**src/rtl/dsp_pkg.sv**
```systemverilog
// Shared types and constants for the date string parser and validator.
package dsp_pkg;

  localparam int unsigned ChW    = 8;
  localparam int unsigned MonAccW = 10;
  localparam int unsigned DayAccW = 10;
  localparam int unsigned YearAccW = 17;
  localparam int unsigned DayW   = 5;
  localparam int unsigned MonW   = 4;
  localparam int unsigned YearW  = 14;
  localparam int unsigned OutDataW = 24;

  localparam logic [ChW-1:0] ChSlash = 8'h2f;
  localparam logic [ChW-1:0] ChZero  = 8'h30;
  localparam logic [ChW-1:0] ChNine  = 8'h39;

  localparam logic [1:0] SlashNone = 2'd0;
  localparam logic [1:0] SlashOne  = 2'd1;
  localparam logic [1:0] SlashMax  = 2'd2;

  localparam logic [MonAccW-1:0]  FieldLimit = 10'd100;
  localparam logic [YearAccW-1:0] YearLimit  = 17'd10000;
  localparam logic [YearAccW-1:0] CenturyBase = 17'd2000;

  localparam logic [YearW-1:0] ResetYear = 14'd1900;

  typedef struct packed {
    logic [MonAccW-1:0]  month;
    logic [DayAccW-1:0]  day;
    logic [YearAccW-1:0] year;
    logic                bad;
  } parse_t;

  typedef struct packed {
    logic             ok;
    logic [DayW-1:0]  day;
    logic [MonW-1:0]  month;
    logic [YearW-1:0] year;
  } check_t;

endpackage

```
**src/rtl/dsp_accum.sv**
```systemverilog
// Character parser: slash counting and month, day and year accumulators.
module dsp_accum
  import dsp_pkg::*;
(
  input  logic           clk,
  input  logic           rst,
  input  logic           beat,
  input  logic [ChW-1:0] ch,
  input  logic           end_marker,
  output parse_t         cur
);

  logic [MonAccW-1:0]  month_acc, month_acc_next;
  logic [DayAccW-1:0]  day_acc, day_acc_next;
  logic [YearAccW-1:0] year_acc, year_acc_next;
  logic [1:0]          slash_count, slash_count_next;
  logic                bad_flag, bad_flag_next;
  logic [3:0]          dig;
  logic                any_full;

  assign dig = ch[3:0] - ChZero[3:0];
  // any field at its digit limit blocks further digits, whichever field they target
  assign any_full = (month_acc >= FieldLimit) || (day_acc >= FieldLimit) ||
                    (year_acc >= YearLimit);

  always_comb begin
    month_acc_next   = month_acc;
    day_acc_next     = day_acc;
    year_acc_next    = year_acc;
    slash_count_next = slash_count;
    bad_flag_next    = bad_flag;
    if (end_marker) begin
      month_acc_next   = '0;
      day_acc_next     = '0;
      year_acc_next    = '0;
      slash_count_next = SlashNone;
      bad_flag_next    = 1'b0;
    end else if (!bad_flag) begin
      if (ch == ChSlash) begin
        if (slash_count >= SlashMax) begin
          bad_flag_next = 1'b1;
        end else begin
          slash_count_next = slash_count + 2'd1;
        end
      end else if (ch < ChZero || ch > ChNine || any_full) begin
        bad_flag_next = 1'b1;
      end else begin
        priority if (slash_count == SlashNone) begin
          month_acc_next = (month_acc << 3) + (month_acc << 1) + MonAccW'(dig);
        end else if (slash_count == SlashOne) begin
          day_acc_next = (day_acc << 3) + (day_acc << 1) + DayAccW'(dig);
        end else begin
          year_acc_next = (year_acc << 3) + (year_acc << 1) + YearAccW'(dig);
        end
      end
    end
  end

  always_ff @(posedge clk) begin
    if (rst) begin
      month_acc   <= '0;
      day_acc     <= '0;
      year_acc    <= '0;
      slash_count <= SlashNone;
      bad_flag    <= 1'b0;
    end else if (beat) begin
      month_acc   <= month_acc_next;
      day_acc     <= day_acc_next;
      year_acc    <= year_acc_next;
      slash_count <= slash_count_next;
      bad_flag    <= bad_flag_next;
    end
  end

  assign cur.month = month_acc;
  assign cur.day   = day_acc;
  assign cur.year  = year_acc;
  assign cur.bad   = bad_flag;

endmodule

```
**src/rtl/dsp_check.sv**
```systemverilog
// Calendar check of the parsed fields and two-digit year expansion.
module dsp_check
  import dsp_pkg::*;
(
  input  parse_t cur,
  output check_t res
);

  logic                m_ok, d_ok, short_mon, feb, year_ok, leap;
  logic [YearAccW-1:0] year_full;

  assign m_ok      = (cur.month >= 10'd1) && (cur.month <= 10'd12);
  assign d_ok      = (cur.day >= 10'd1) && (cur.day <= 10'd31);
  assign short_mon = (cur.month == 10'd4) || (cur.month == 10'd6) ||
                     (cur.month == 10'd9) || (cur.month == 10'd11);
  assign feb       = (cur.month == 10'd2);
  // 2000 is a multiple of four, so the raw year's low bits decide
  assign leap      = (cur.year[1:0] == 2'b00);
  assign year_ok   = (cur.year < YearLimit);
  assign year_full = (cur.year < YearAccW'(FieldLimit)) ? cur.year + CenturyBase : cur.year;

  assign res.ok = !cur.bad && m_ok && d_ok &&
                  !(short_mon && cur.day > 10'd30) &&
                  !(feb && cur.day > 10'd29) &&
                  !(feb && !leap && cur.day == 10'd29) &&
                  year_ok;
  assign res.day   = cur.day[DayW-1:0];
  assign res.month = cur.month[MonW-1:0];
  assign res.year  = year_full[YearW-1:0];

endmodule

```
**src/rtl/date_string_parser_validator.sv**
```systemverilog
// Date string parser and validator, top level.
// The result beat is presented in the cycle after the terminator beat.
// Throughput: one input beat per cycle; a character beat is taken while a
// result waits, as long as the single output register is free or being drained.
// Reset clears the parse state, sets the stored date to 1/1/1900 and empties
// the output register.
module date_string_parser_validator
  import dsp_pkg::*;
(
  input  logic                clk,
  input  logic                rst,
  input  logic                s_tvalid,
  output logic                s_tready,
  input  logic [ChW-1:0]      s_tdata,  // [7:0] ch
  input  logic                s_tuser,  // [0] end_marker
  output logic                m_tvalid,
  input  logic                m_tready,
  output logic [OutDataW-1:0] m_tdata,  // [4:0] out_day, [8:5] out_month, [22:9] out_year, [23] zero
  output logic                m_tuser   // [0] date_valid
);

  logic             beat, term;
  parse_t           cur;
  check_t           res;
  logic [DayW-1:0]  stored_day;
  logic [MonW-1:0]  stored_month;
  logic [YearW-1:0] stored_year;
  logic [DayW-1:0]  day_next;
  logic [MonW-1:0]  month_next;
  logic [YearW-1:0] year_next;
  logic             out_valid;
  logic             out_ok;
  logic [DayW-1:0]  out_day;
  logic [MonW-1:0]  out_month;
  logic [YearW-1:0] out_year;

  assign s_tready = !out_valid || m_tready;
  assign beat     = s_tvalid && s_tready;
  assign term     = beat && s_tuser;

  dsp_accum u_accum (
    .clk        (clk),
    .rst        (rst),
    .beat       (beat),
    .ch         (s_tdata),
    .end_marker (s_tuser),
    .cur        (cur)
  );

  dsp_check u_check (
    .cur (cur),
    .res (res)
  );

  assign day_next   = res.ok ? res.day   : stored_day;
  assign month_next = res.ok ? res.month : stored_month;
  assign year_next  = res.ok ? res.year  : stored_year;

  always_ff @(posedge clk) begin
    if (rst) begin
      stored_day   <= DayW'(1);
      stored_month <= MonW'(1);
      stored_year  <= ResetYear;
      out_valid    <= 1'b0;
    end else begin
      if (term) begin
        stored_day   <= day_next;
        stored_month <= month_next;
        stored_year  <= year_next;
        out_valid    <= 1'b1;
      end else if (m_tready) begin
        out_valid <= 1'b0;
      end
    end
  end

  always_ff @(posedge clk) begin
    if (term) begin
      out_ok    <= res.ok;
      out_day   <= day_next;
      out_month <= month_next;
      out_year  <= year_next;
    end
  end

  assign m_tvalid = out_valid;
  assign m_tuser  = out_ok;
  assign m_tdata  = {1'b0, out_year, out_month, out_day};

endmodule
```
**config.mk**
```make
export PLATFORM = sky130hd
export DESIGN_NAME = date_string_parser_validator
export DESIGN_NICKNAME = d
export VERILOG_FILES = /design/src/rtl/dsp_pkg.sv /design/src/rtl/dsp_accum.sv /design/src/rtl/dsp_check.sv /design/src/rtl/date_string_parser_validator.sv
export SDC_FILE = /design/constraint.sdc
export NUM_CORES = 1
export LEC_CHECK = 0
export BUFFER_PORTS_ARGS = -buffer_cell sky130_fd_sc_hd__buf_2
export CAP_MARGIN = 5
export CORE_MARGIN = 5
export CORE_UTILIZATION = 60
export DETAILED_ROUTE_END_ITERATION = 10
export PLACE_DENSITY = 0.92
export SYNTH_ARGS = -nofsm -noshare
export SYNTH_HDL_FRONTEND = slang
export SYNTH_SLANG_ARGS = --single-unit
```
**constraint.sdc**
```tcl
create_clock -name clk -period 3.05 [get_ports clk]
set_clock_uncertainty 0.05 [all_clocks]
set_input_delay 0.4575 -clock clk [delete_from_list [all_inputs] [get_ports clk]]
set_output_delay 0.4575 -clock clk [all_outputs]
set_load 0.02 [all_outputs]
```
==> impl_results.md <==
- Outcome: finished, final reports clean
- Buffers on Ports: 38
- Post-Syn Area: 0.00531 mm²
- H-tree depth: 3
- Min Tclk post-route: 2.82 ns
- Hold-fix buffers at CTS: 0
- Syn Inst Count: 601
- Fillers: 670
- Detailed placement HPWL: 9480 µm
- PwrDens: 371 mW/mm²
- Library cells used by synthesis: 65
- Gr usage total: 23.9%
- DRC viols: 0
- Min Hold Slack: 0.322 ns
- Syn avg cell area: 8.83 µm²
- Layout Cells excl Fill: 752
- Initial drt markers: 504
- Cts bufs inserted: 9
- YS warnings: 0
- CP endpoint kind: register
- Clock Latency Late Sink: 0.37 ns
- Largest net degree at the start of global routing: 30
- Placed Cells: 736
- RSZ-0062 raised after global routing: no
- Vias in the first global route: 4661
- Initial antenna violation count: 0
- Drt pass-1 iters: 5
- Type of origin of the critical path: register
- Critical path type: register to register
- Global route overflow: 0
- Die W: 104 µm
- Worst Max-Slew Pin Slew: 0.612 ns
- Synth Register Bits: 88
- Register area share after synthesis: 37.7%
- Tightest Hold Check Type: input port to register
- Max Cap Viol: 0
- DIE AREA: 0.0108 mm²
- Final core occ: 67.0%
- Ant diodes: 0
- Max-slew violations: 0
- VDD IR max: 0.204 mV
- Post-DR vias/cell: 6.15
- Worst-path clk slew: 0.09 ns
- Root buffer cell: clkbuf_8
- Clock tree sinks: 88
- Fmax achieved: 354 MHz
- Cell Rows: 34
- Most common flop cell mapped by yosys: dfxtp_1
- Worst rel slew slack: 58.8%
- Die Ht: 104 µm
- Critical path fanouts, max: 3
- TritonCTS clock tree: built
- Post-synth EDFFs: 24
- Total number of vias: 4622
- Reg-to-reg slack, setup: 0.23 ns
- Post-synth top area share: 24.1%
- Routability Congestion: 0.857
- Post-synth net total: 681
- Worst EP required: 3.24 ns
- Maximum buffer depth of the clock tree: 2
- Core Region: 0.00868 mm²
- Final wirelength: 12700 µm
- Layout cells sized above 1: 12.3%
- Count of final setup violators: 0
- Ranking of synthesized cells by area: dfxtp_1, ha_1, edfxtp_1, nand2_1, o21ai_0
- Area grow syn2layout: 9.45%
- WP data arrival: 3.02 ns
- Final hold violation count: 0
- I/O pin count: 40
- Final worst-path cycle share: 92.5%
- Post-DR wirelength/cell: 16.9 µm
- Count of nets after finishing: 719
- Leak pwr: 0.00255 µW
- Async SR Flop Fraction: 0%
- Initial core utilization: 61.2%
- Antenna Violating Nets Remaining: 0
- Cell taking the most area after synthesis: dfxtp_1
- Global-route wire length before repair: 21900 µm
[timing repair]
| item | CTS | global route |
|---|---|---|
| buffers inserted | 0 | 0 |
| resized for setup | 0 | 2 |
| setup endpoints to repair | 0 | 1 |
[Yosys cell counts, types with 2 or more instances]
| cell | number |
|---|---|
| nor4b_1 | 2 |
| or3_1 | 5 |
| and2_1 | 2 |
| nor3_2 | 3 |
| nand3_1 | 4 |
| o41ai_1 | 2 |
| dfxtp_1 | 64 |
| nor2b_1 | 6 |
| xor2_1 | 16 |
| a41oi_1 | 2 |
| a22o_1 | 3 |
| xnor2_1 | 13 |
| o311ai_0 | 4 |
| nor3_1 | 14 |
| fa_1 | 6 |
| nand3b_1 | 7 |
| a21o_1 | 5 |
| a21oi_1 | 34 |
| and3_1 | 5 |
| edfxtp_1 | 24 |
| nand2b_1 | 5 |
| inv_1 | 20 |
| nor2_1 | 42 |
| nor4_1 | 4 |
| nor3b_1 | 2 |
| nand4_1 | 4 |
| nand2_1 | 120 |
| o21a_1 | 6 |
| o22ai_1 | 2 |
| o21ai_0 | 44 |
| buf_6 | 2 |
| o211ai_1 | 2 |
| a31oi_1 | 4 |
| a22oi_1 | 11 |
| a211o_1 | 5 |
| or2_2 | 2 |
| ha_1 | 61 |
| a32o_1 | 2 |
| or3b_2 | 2 |
| clkbuf_1 | 13 |
| buf_2 | 3 |
[flip-flops by register name, indices dropped and copies added (netlist names)]
register,cells
u_accum.slash_count,2
u_accum.year_acc,17
u_accum.month_acc,10
out_day,5
u_accum.bad_flag,1
out_year,14
u_accum.day_acc,10
out_month,4
stored_day,5
stored_month,4
stored_year,14
m_tvalid,1
m_tuser,1
[critical path, cell delays in order (launching register included)]
cell and delay, ns:
dfxtp_1 0.34, fa_1 0.50, ha_1 0.35, a211oi_1 0.31, o21ai_0 0.23, a311oi_1 0.46, nor2_1 0.07, nor2_1 0.14
xor2_1 0.16, o21ai_0 0.09
[power breakdown]
part           internal [µW]  leakage, µW  switching, µW
Clock                    386     0.000100            452
Sequential              1210     0.000711           3.27
Combinational           33.3      0.00174           74.7
Total                   1620      0.00255            530
[per-layer routing]
metal  routed length [µm]  track usage (%)  vias up
met5                    0                0        -
met4                  288             8.33        0
met3                  849             5.77       29
met2                 6240             39.6      174
met1                 5350             30.5     2204
li1                     -                -     2215
[kinds of logic after synthesis]
logic type	count (synthesis)	share of synthesized area, %
simple gates	237	21.0
compound gates	137	16.2
xor+xnor	29	4.78
fa+ha+maj	67	16.6
buf+inv	41	3.35
mux	1	0.189
flops	88	37.7
other cells	1	0.0706
[layout make-up]
cell class / instances / area (µm²) / share of cell area (%)
Sequential cell: 88 / 2000 / 34.5
Inverter: 20 / 75.1 / 1.29
Clock inverter: 7 / 77.6 / 1.34
Timing Repair Buffer: 48 / 265 / 4.57
Multi-Input combinational cell: 472 / 3130 / 53.9
Clock buffer: 9 / 124 / 2.13
Tap cell: 108 / 135 / 2.33
[through the flow]
step	instance area, µm²	total power [µW]	worst slack (ns)	setup TNS, ns
after global routing	5810	2220	0.0980	0
final	5810	2150	0.228	0
after global placement	5610	1340	0.170	0
after CTS	5810	2160	0.204	0
after floorplan	5310	1300	0.437	0
after detailed placement	5610	1340	-0.0133	-0.0133
[layout by cell type (no fill, tap or decap), drive strengths merged, types with 3 or more instances in the layout]
| master | synthesis | layout |
|---|---|---|
| a21o | 5 | 5 |
| nand3b | 7 | 7 |
| o311ai | 4 | 4 |
| clkinv | 0 | 3 |
| nor3 | 17 | 17 |
| or2 | 3 | 3 |
| a22oi | 11 | 11 |
| o21a | 6 | 6 |
| a21oi | 34 | 34 |
| nand2b | 6 | 6 |
| nand2 | 120 | 120 |
| nor2 | 43 | 43 |
| xor2 | 16 | 16 |
| nor2b | 6 | 6 |
| edfxtp | 24 | 24 |
| fa | 6 | 6 |
| nor4 | 5 | 5 |
| a211o | 5 | 5 |
| inv | 20 | 22 |
| buf | 7 | 48 |
| or3 | 5 | 5 |
| nand3 | 4 | 4 |
| ha | 61 | 61 |
| and3 | 5 | 5 |
| dfxtp | 64 | 64 |
| a22o | 3 | 3 |
| clkbuf | 14 | 9 |
| xnor2 | 13 | 13 |
| o21ai | 45 | 45 |
| a31oi | 4 | 4 |
| nand4 | 4 | 4 |
[worst paths after layout]
path,start,to,depth (start not counted)
setup / recovery,u_accum.year_acc[0],u_accum.year_acc[13],9
hold / removal,s_tdata[0],u_accum.day_acc[0],2
setup reg to reg,u_accum.year_acc[0],u_accum.year_acc[13],9
hold reg to reg,stored_month[1],stored_month[1],2
Power figures use the tool's default switching activity.
